==> config.mk <==
export PLATFORM = sky130hd
export DESIGN_NAME = ddo_cordic
export DESIGN_NICKNAME = d
export VERILOG_FILES = /design/src/rtl/ddo_pkg.sv /design/src/rtl/ddo_cordic.sv
export SDC_FILE = /design/constraint.sdc
export NUM_CORES = 1
export LEC_CHECK = 0
export ABC_AREA = 0
export BUFFER_PORTS_ARGS = -buffer_cell sky130_fd_sc_hd__buf_2
export CAP_MARGIN = 10
export CORE_MARGIN = 2
export CORE_UTILIZATION = 53
export DETAILED_ROUTE_END_ITERATION = 10
export HOLD_SLACK_MARGIN = 0.08
export PLACE_DENSITY = 0.7
export SYNTH_ARGS = -nofsm -noshare
export SYNTH_HDL_FRONTEND = slang
export SYNTH_SLANG_ARGS = --single-unit
==> constraint.sdc <==
create_clock -name clk -period 7.7 [get_ports clk]
set_input_delay 1.155 -clock clk [delete_from_list [all_inputs] [get_ports clk]]
set_output_delay 1.155 -clock clk [all_outputs]
set_load 0.005 [all_outputs]
==> src/rtl/ddo_pkg.sv <==
`timescale 1ns / 1ps
// ----------------------------------------------------------------------------
// ddo_pkg
// Shared types, constants and helpers of the differential drive odometry.
// ----------------------------------------------------------------------------
package ddo_pkg;

  localparam int CORDIC_STEPS = 16;
  localparam int ATAN_LEN     = 24;
  localparam int CORDIC_ITERS = (CORDIC_STEPS < ATAN_LEN) ? CORDIC_STEPS : ATAN_LEN;
  localparam int CNT_W        = $clog2(CORDIC_ITERS + 1);

  localparam int CX_W   = 34;   // cordic datapath width
  localparam int MA_W   = 34;   // multiplier operand a
  localparam int MB_W   = 32;   // multiplier operand b
  localparam int PROD_W = MA_W + MB_W;
  localparam int MRES_W = 34;   // rounded product kept

  localparam logic signed [CX_W-1:0] CORDIC_GAIN_Q30 = 34'sd652032874;
  localparam logic signed [MB_W-1:0] RAD_TO_BAM_Q16  = 32'sd683565276;

  localparam logic [23:0] RPM_TO_SPEED_RST  = 24'd109227;
  localparam logic [23:0] INVERSE_TRACK_RST = 24'd141363;
  localparam logic [23:0] TICK_PERIOD_RST   = 24'd167772;

  localparam logic [1:0] REG_RPM_TO_SPEED  = 2'd0;
  localparam logic [1:0] REG_INVERSE_TRACK = 2'd1;
  localparam logic [1:0] REG_TICK_PERIOD   = 2'd2;

  // RND_0 passes the product through unshifted
  typedef enum logic [2:0] {
    RND_8, RND_13, RND_22, RND_24, RND_32, RND_44, RND_0
  } rnd_t;

  typedef struct packed {
    logic signed [MA_W-1:0] a;
    logic signed [MB_W-1:0] b;
    rnd_t                   sh;
  } mul_req_t;

  typedef enum logic [3:0] {
    S_IDLE, S_SPD, S_ENC1, S_ENC2, S_DH1, S_DH2,
    S_DX1, S_DX2, S_DY1, S_DY2, S_DONE
  } state_t;

  function automatic logic [31:0] atan_lut(input logic [4:0] idx);
    logic [31:0] v;
    begin
      unique case (idx)
        5'd0:  v = 32'h20000000;
        5'd1:  v = 32'h12E4051E;
        5'd2:  v = 32'h09FB385B;
        5'd3:  v = 32'h051111D4;
        5'd4:  v = 32'h028B0D43;
        5'd5:  v = 32'h0145D7E1;
        5'd6:  v = 32'h00A2F61E;
        5'd7:  v = 32'h00517C55;
        5'd8:  v = 32'h0028BE53;
        5'd9:  v = 32'h00145F2F;
        5'd10: v = 32'h000A2F98;
        5'd11: v = 32'h000517CC;
        5'd12: v = 32'h00028BE6;
        5'd13: v = 32'h000145F3;
        5'd14: v = 32'h0000A2FA;
        5'd15: v = 32'h0000517D;
        5'd16: v = 32'h000028BE;
        5'd17: v = 32'h0000145F;
        5'd18: v = 32'h00000A30;
        5'd19: v = 32'h00000518;
        5'd20: v = 32'h0000028C;
        5'd21: v = 32'h00000146;
        5'd22: v = 32'h000000A3;
        5'd23: v = 32'h00000051;
        default: v = 32'h0;
      endcase
      return v;
    end
  endfunction

  function automatic logic signed [23:0] sat24(input logic signed [MRES_W-1:0] v);
    logic signed [23:0] r;
    begin
      if (v > 34'sd8388607) r = 24'sh7FFFFF;
      else if (v < -34'sd8388608) r = 24'sh800000;
      else r = v[23:0];
      return r;
    end
  endfunction

  function automatic logic signed [15:0] sat16(input logic signed [MRES_W-1:0] v);
    logic signed [15:0] r;
    begin
      if (v > 34'sd32767) r = 16'sh7FFF;
      else if (v < -34'sd32768) r = 16'sh8000;
      else r = v[15:0];
      return r;
    end
  endfunction

  function automatic logic signed [31:0] sat32(input logic signed [32:0] v);
    logic signed [31:0] r;
    begin
      if (v > 33'sd2147483647) r = 32'sh7FFFFFFF;
      else if (v < -33'sd2147483648) r = 32'sh80000000;
      else r = v[31:0];
      return r;
    end
  endfunction

endpackage

==> src/rtl/ddo_cordic.sv <==
`timescale 1ns / 1ps
// ----------------------------------------------------------------------------
// ddo_cordic
// Iterative rotation-mode cordic, one micro-rotation per cycle.
// ----------------------------------------------------------------------------
module ddo_cordic
  import ddo_pkg::*;
(
  input  logic                   clk,
  input  logic                   rst_n,
  input  logic                   start,
  input  logic [15:0]            angle,
  output logic                   done,
  output logic signed [31:0]     cos_out,
  output logic signed [31:0]     sin_out
);

  logic signed [CX_W-1:0] x_r, x_nxt, y_r, y_nxt, z_r, z_nxt;
  logic signed [CX_W-1:0] xs, ys, at;
  logic [CNT_W-1:0]       cnt_r, cnt_nxt;
  logic                   run_r, run_nxt, done_r, done_nxt, flip_r, flip_nxt;
  logic                   flip_in;
  logic [15:0]            ang_f;

  // fold into [-90, 90) by a half-turn rotation
  assign flip_in = ((angle + 16'h4000) & 16'h8000) != 16'h0;
  assign ang_f   = flip_in ? (angle ^ 16'h8000) : angle;

  assign xs = x_r >>> cnt_r;
  assign ys = y_r >>> cnt_r;
  assign at = CX_W'(atan_lut(5'(cnt_r)));

  always_comb begin
    x_nxt    = x_r;
    y_nxt    = y_r;
    z_nxt    = z_r;
    cnt_nxt  = cnt_r;
    run_nxt  = run_r;
    done_nxt = done_r;
    flip_nxt = flip_r;
    if (start) begin
      x_nxt    = CORDIC_GAIN_Q30;
      y_nxt    = '0;
      z_nxt    = CX_W'(signed'({ang_f, 16'h0}));
      cnt_nxt  = '0;
      run_nxt  = 1'b1;
      done_nxt = 1'b0;
      flip_nxt = flip_in;
    end else if (run_r) begin
      if (!z_r[CX_W-1]) begin
        x_nxt = x_r - ys;
        y_nxt = y_r + xs;
        z_nxt = z_r - at;
      end else begin
        x_nxt = x_r + ys;
        y_nxt = y_r - xs;
        z_nxt = z_r + at;
      end
      cnt_nxt = cnt_r + 1'b1;
      if (cnt_r == CNT_W'(CORDIC_ITERS - 1)) begin
        run_nxt  = 1'b0;
        done_nxt = 1'b1;
      end
    end
  end

  always_ff @(posedge clk) begin
    if (!rst_n) begin
      run_r  <= 1'b0;
      done_r <= 1'b0;
      cnt_r  <= '0;
    end else begin
      run_r  <= run_nxt;
      done_r <= done_nxt;
      cnt_r  <= cnt_nxt;
    end
  end

  always_ff @(posedge clk) begin
    x_r    <= x_nxt;
    y_r    <= y_nxt;
    z_r    <= z_nxt;
    flip_r <= flip_nxt;
  end

  assign done    = done_r;
  assign cos_out = flip_r ? 32'(-x_r) : 32'(x_r);
  assign sin_out = flip_r ? 32'(-y_r) : 32'(y_r);

endmodule

* Word-level counts from Yosys, hierarchy flattened
Memories as Yosys holds them, arrays and structs flattened. A register that Yosys moved wholly into a read port is not among the register bits.
Index checks and enable logic that the tools add are counted.
** Cells by class
- Shifts and indexed selects :: 2
- Add/subtract/negate cells :: 10
- Eq/ne operators :: 1
- Bitwise gates (word level) :: 2
- Reduce and logical (&&, ||, !) cells :: 3
- Mux-type cells :: 13
** Operators by type and width (number)
- $mux W34 :: 5
- $add A34 B34 Y34 :: 2
- $sshr A34 B5 Y34 :: 2
- $sub A34 B34 Y34 :: 2
- $mux W32 :: 2
- $neg A32 Y32 :: 2
- $add A34 B33 Y34 :: 1
- $sub A34 B33 Y34 :: 1
- $add A16 B15 Y16 const B :: 1
- $mux W16 :: 1
- $mux W5 :: 2
- $add A5 B1 Y5 const B :: 1
- $eq A5 B4 Y1 const B :: 1
- $mux W1 :: 3
- $not A1 Y1 :: 2
- $reduce_and A2 Y1 :: 1
- $reduce_bool A2 Y1 :: 1
- $reduce_or A2 Y1 :: 1
** Storage, ports and cells
- ROM bits :: 960
- Word-level logic and storage cells :: 40
- Bits in registers :: 110
- Bits of input ports :: 19
- Memories :: 1
- Output and inout port bits :: 65
** Memory list
- (name not given) :: depth 32, bits a word 30, read ports 1, clocked after Yosys merged registers in 1, write ports 0, line ddo_pkg.sv:49 : unique case (idx)

* Longest topological paths before layout
- Depth after elaboration :: 4
- Gate-level depth with buffers :: 28
- Mapped depth without buffers :: 23

* Worst setup path after synthesis
Ideal clock, no wire load.
- Path kind :: flip-flop to flip-flop
- From :: reg cnt_r[1]
- To :: reg y_r[33]
- Slack :: 1.915 ns
- Required time :: 7.577 ns
- Stages on the path, launching flop included :: 26
- Arrival :: 5.661 ns
- Buffers on the path :: 6
- Cell sequence :: dfxtp_1 > buf_6 > buf_6 > buf_6 > buf_6 > clkbuf_1 > mux4_2 > a22o_1 > nor3_2 > ha_1 > nand4_1 > nor4_1 > nor2_1 > xor2_1 > ha_1 > and4_1 > clkbuf_1 > nand3_1 > o2111ai_1 > nand2_1 > a311o_1 > o31a_1 > o21ai_0 > a31oi_1 > mux2i_1 > mux2_1
** Between the ends
- Word-level cells in the longest chain between the ends :: 3
** Ends and longest elaborated chain
- start: declaration :: line ddo_cordic.sv:20 : logic [CNT_W-1:0] cnt_r, cnt_nxt;
- start signal: assignment :: line ddo_cordic.sv:75 : cnt_r <= cnt_nxt;
- $sshr A34 B5 Y34 (*) :: line ddo_cordic.sv:29 : assign xs = x_r >>> cnt_r;
- $add A34 B34 Y34 or $sub A34 B34 Y34 (tied branches) :: line ddo_cordic.sv:52, ddo_cordic.sv:56
- $mux W34 (*) :: line ddo_cordic.sv:50 : if (!z_r[CX_W-1]) begin
- end signal: assignment :: line ddo_cordic.sv:81 : y_r <= y_nxt;
- end: declaration :: line ddo_cordic.sv:18 : logic signed [CX_W-1:0] x_r, x_nxt, y_r, y_nxt, z_r, z_nxt;
Every way passes the cells marked *; elsewhere a longest branch is shown, timed or not.
A chain may end at the register's enable or synchronous reset.

* Final worst setup path
Same ends and word-level chain as after synthesis.

==> summary.md <==
| Metric | Value |
|---|---|
| FF-to-FF Start | cnt_r[1]$_SDFFE_PP0P_ |
| # rows | 68 |
| Final hold slack | 473 ps |
| Leakage | 7.93 nW |
| Area contributors post-synth | dfxtp_1 13%, mux4_2 9.7%, ha_1 7.7% |
| Post-CTS Setup Bufs | 0 |
| Initial antenna violation count | 0 |
| Fin Setup TNS | 0 ps |
| CP Cell Sequence | buf_4 -> mux4_2 -> mux2i_1 -> o22ai_1 -> nor3_2 -> ha_1 -> nand4_1 -> nor4_1 -> and3_1 -> a21oi_1 -> xor2_1 -> ha_1 -> a21o_1 -> a21oi_1 -> o21bai_1 -> a21oi_1 -> o21ai_0 -> o21ai_0 -> o31a_1 -> o21ai_0 -> a31oi_1 -> mux2i_1 -> mux2_1 |
| I/O Buffers | 83 |
| Detail Route Antenna Nets | 0 |
| Period utilization | 0.922 |
| Clk slew on worst S/H paths | 70 ps |
| Simple-Gate Fraction of Synth Area | 0.174 |
| Non-filler instance count after layout | 2715 |
| Pwr Density | 381 nW/um2 |
| Status | completed |
| DPL Wire Length | 46400 um |
| Crit Path Max Fanout | 61 |
| Syn Area/Cell | 8.10 um2 |
| Sw power | 3.72 mW |
| CP top delay family | compound AO/OA/AOI/OAI gates |
| Endpoints failing hold | 0 |
| Int Power | 3.68 mW |
| WP data arrival | 7440 ps |
| Most used flip-flop cell after synthesis | dfxtp_1 |
| Reg2reg end | y_r[33]$_SDFFE_PP0P_ |
| GPL Wtd Cong | 1.02 |
| CTS tree | yes |
| DR pass1 iterations | 6 |
| Post-route cell area | 19400 um2 |
| Pin count of the biggest net entering global routing | 65 |
| Synth Area in XOR/XNOR | 0.111 |
| Worst Path Buf+Inv | 1 |
| Top Ports | 84 |
| CTS buffer count | 17 |
| H-tree depth | 4 |
| Synth Area in Adders | 0.0800 |
| Slew Limit Fails | 0 |
| CP peak stage delay | 960 ps |
| Dominant cell type by area after synthesis | dfxtp_1 |
| Most instantiated cells after synthesis | 219 x nor2_1, 213 x nand2_1, 170 x a21oi_1, 158 x xnor2_1, 155 x o21ai_0 |
| Post-synthesis compound-gate area fraction | 0.229 |
| Crit end category | flop |
| Minimum clock period | 7100 ps |
| Clock Path Buffers | 2 |
| DR iter-0 viols | 1662 |
| Post-synthesis sequential area ratio | 0.162 |
| Slew @ Worst Pin | 999 ps |
| CTS Hold Bufs | 0 |
| Core ar. | 34400 um2 |
| Beginning of the worst hold path | z_r[10]$_SDFFE_PP0P_ |
| Hold path depth | 2 |
| Global-route wire length before repair | 97800 um |
| Starting Density | 0.536 |
| Worst-skew pair later-pin latency | 460 ps |
| Fmax achieved | 141 MHz |
| Final wirelength | 62900 um |
| DR vias/cell | 6.58 |
| Flop pwr share | 0.201 |
| Unrepaired setup endpoints after global routing | no |
| DRC | 0 |
| Post_cts resized | 0 |
| Avg WL per Cell | 23.2 um |
| Global route overflow | 0 |
| CTS sink cnt | 140 |
| Top cell type's share of synthesized area | 0.132 |
| Placed inst area | 18900 um2 |
| Max cap viols | 0 |
| Gate Count Post-Synth | 2275 |
| Final setup violation count | 0 |
| Total Die Area | 36300 um2 |
| Combinational Power Share | 0.686 |
| Synth unique cells | 91 |
| Die Y | 190 um |
| Setup CP Type | flop to flop |
| Cells after DPL | 2683 |
| CP Launch Type | flop |
| Worst Hold End | z_r[10]$_SDFFE_PP0P_ |
| Crit path launch | cnt_r[1]$_SDFFE_PP0P_ |
| Mapped cell area | 18400 um2 |
| Post-synth ARST share | 0 |
| Clk root buf | clkbuf_16 |
| Clock power share | 0.113 |
| Largest family of logic cells by synthesized area | compound AO/OA/AOI/OAI gates |
| Final Skew | 11.7 ps |
| Mux contribution to synthesized area | 0.183 |
| Via count | 17900 |
| Synth warn | 0 |
| Mapped Nets | 2410 |
| Hold crit path type | flop to flop |
| Maximum VDD drop | 0.272 mV |
| Fraction of layout cells with a size suffix above 1 | 0.137 |
| Die X | 190 um |
| Max-slew headroom | 0.333 |
| Flop2flop setup slack | 600 ps |
| Reg2Reg Depth | 23 |
| Yosys reg bits | 140 |
| GR Util All Layers | 0.347 |
| Vias in the first global route | 16800 |
| Diodes inserted | 0 |
| Total power | 7.40 mW |
| Net switching fraction of the power | 0.503 |
| Post-synth EDFFs | 19 |
| Slowest CP cell | dfxtp_4 |
| Req. time, crit path | 8050 ps |
| Count leader, synth | nor2_1 |
| Nets | 2382 |
| Layout area overhead | 5.55% |
==> state kept, by name, indices dropped and copies added (netlist names) <==
register,count
run_r,1
done,1
y_r,34
flip_r,1
z_r,34
at,30
x_r,34
cnt_r,5
==> final cells by class <==
type | count | area [um2]
fill | 3241 | 14900
multi-input combinational | 1898 | 14300
sequential | 140 | 3010
timing repair buffer | 127 | 758
tap | 455 | 569
clock buffer | 18 | 429
inverter | 63 | 236
clock inverter | 14 | 144
==> tightest hold or removal path: cells and delay by family (launching register included) <==
kind | cells | cell delay, ps
flip-flops | 1 | 320
AND/OR/NAND/NOR | 1 | 60
AO/OA/AOI/OAI | 1 | 50
==> metrics by stage <==
stage | utilization | setup slack, ps
4_1_cts | 0.566 | 671
2_1_floorplan | - | 1920
3_5_place_dp | 0.549 | 757
3_3_place_gp | 0.549 | 855
5_1_grt | 0.566 | 111
6_report | 0.566 | 602
==> logic make-up after synthesis <==
kind of cell / count (synthesis)
AOI/OAI and AO/OA: 651
buffers and inverters: 237
and+or+nand+nor: 676
muxes: 222
DFF: 140
xor gates and xnor gates: 233
adders and majority gates: 116
==> how the worst max path moves through the flow <==
stage | to | cells past startpoint
2_1_floorplan | y_r[33]$_SDFFE_PP0P_ | 25
3_3_place_gp | y_r[33]$_SDFFE_PP0P_ | 23
3_5_place_dp | y_r[33]$_SDFFE_PP0P_ | 23
4_1_cts | y_r[33]$_SDFFE_PP0P_ | 23
5_1_grt | y_r[33]$_SDFFE_PP0P_ | 23
6_report | y_r[33]$_SDFFE_PP0P_ | 23
==> power by group through the flow <==
| stage | Clock, mW | Sequential, mW | Combinational (mW) |
|---|---|---|---|
| final | 0.836 | 1.49 | 5.08 |
| after global placement | 0 | 1.45 | 4.91 |
| after detailed placement | 0 | 1.46 | 4.97 |
| after floorplan | 0 | 1.04 | 4.07 |
| after CTS | 0.852 | 1.45 | 5.01 |
| after global routing | 0.881 | 1.49 | 5.57 |
==> placed cells by master (no fill, tap or decap), types with 10 or more instances in the layout <==
cell,synthesis,layout
a211oi_1,25,25
a21o_1,60,60
a21oi_1,170,170
a22oi_1,12,12
a31oi_1,32,32
and2_1,15,15
and3_1,15,15
buf_2,19,83
buf_4,13,43
clkbuf_16,0,17
dfxtp_1,121,115
edfxtp_1,19,19
ha_1,113,113
inv_1,61,61
mux2_2,28,28
mux2i_1,102,102
mux4_2,79,79
nand2_1,213,213
nand2b_1,24,24
nand3_1,22,22
nand4_1,11,11
nor2_1,219,219
nor2b_1,15,15
nor3_1,42,42
nor4_1,13,13
o211ai_1,10,10
o21a_1,19,19
o21ai_0,155,155
o21bai_1,16,16
o22ai_1,18,18
o31ai_1,25,25
o41ai_1,12,12
or2_2,13,13
or3_1,20,20
or4_1,16,16
xnor2_1,158,158
xor2_1,75,75
==> layer usage <==
| metal | track usage | vias to the layer above | wire length [um] |
|---|---|---|---|
| met5 | 0 | - | 0 |
| met4 | 0.148 | 0 | 2800 |
| met3 | 0.0674 | 162 | 5010 |
| met2 | 0.561 | 849 | 28800 |
| met1 | 0.452 | 8526 | 26400 |
| li1 | - | 8333 | - |
Note: power is estimated with default switching activity, not from simulation.
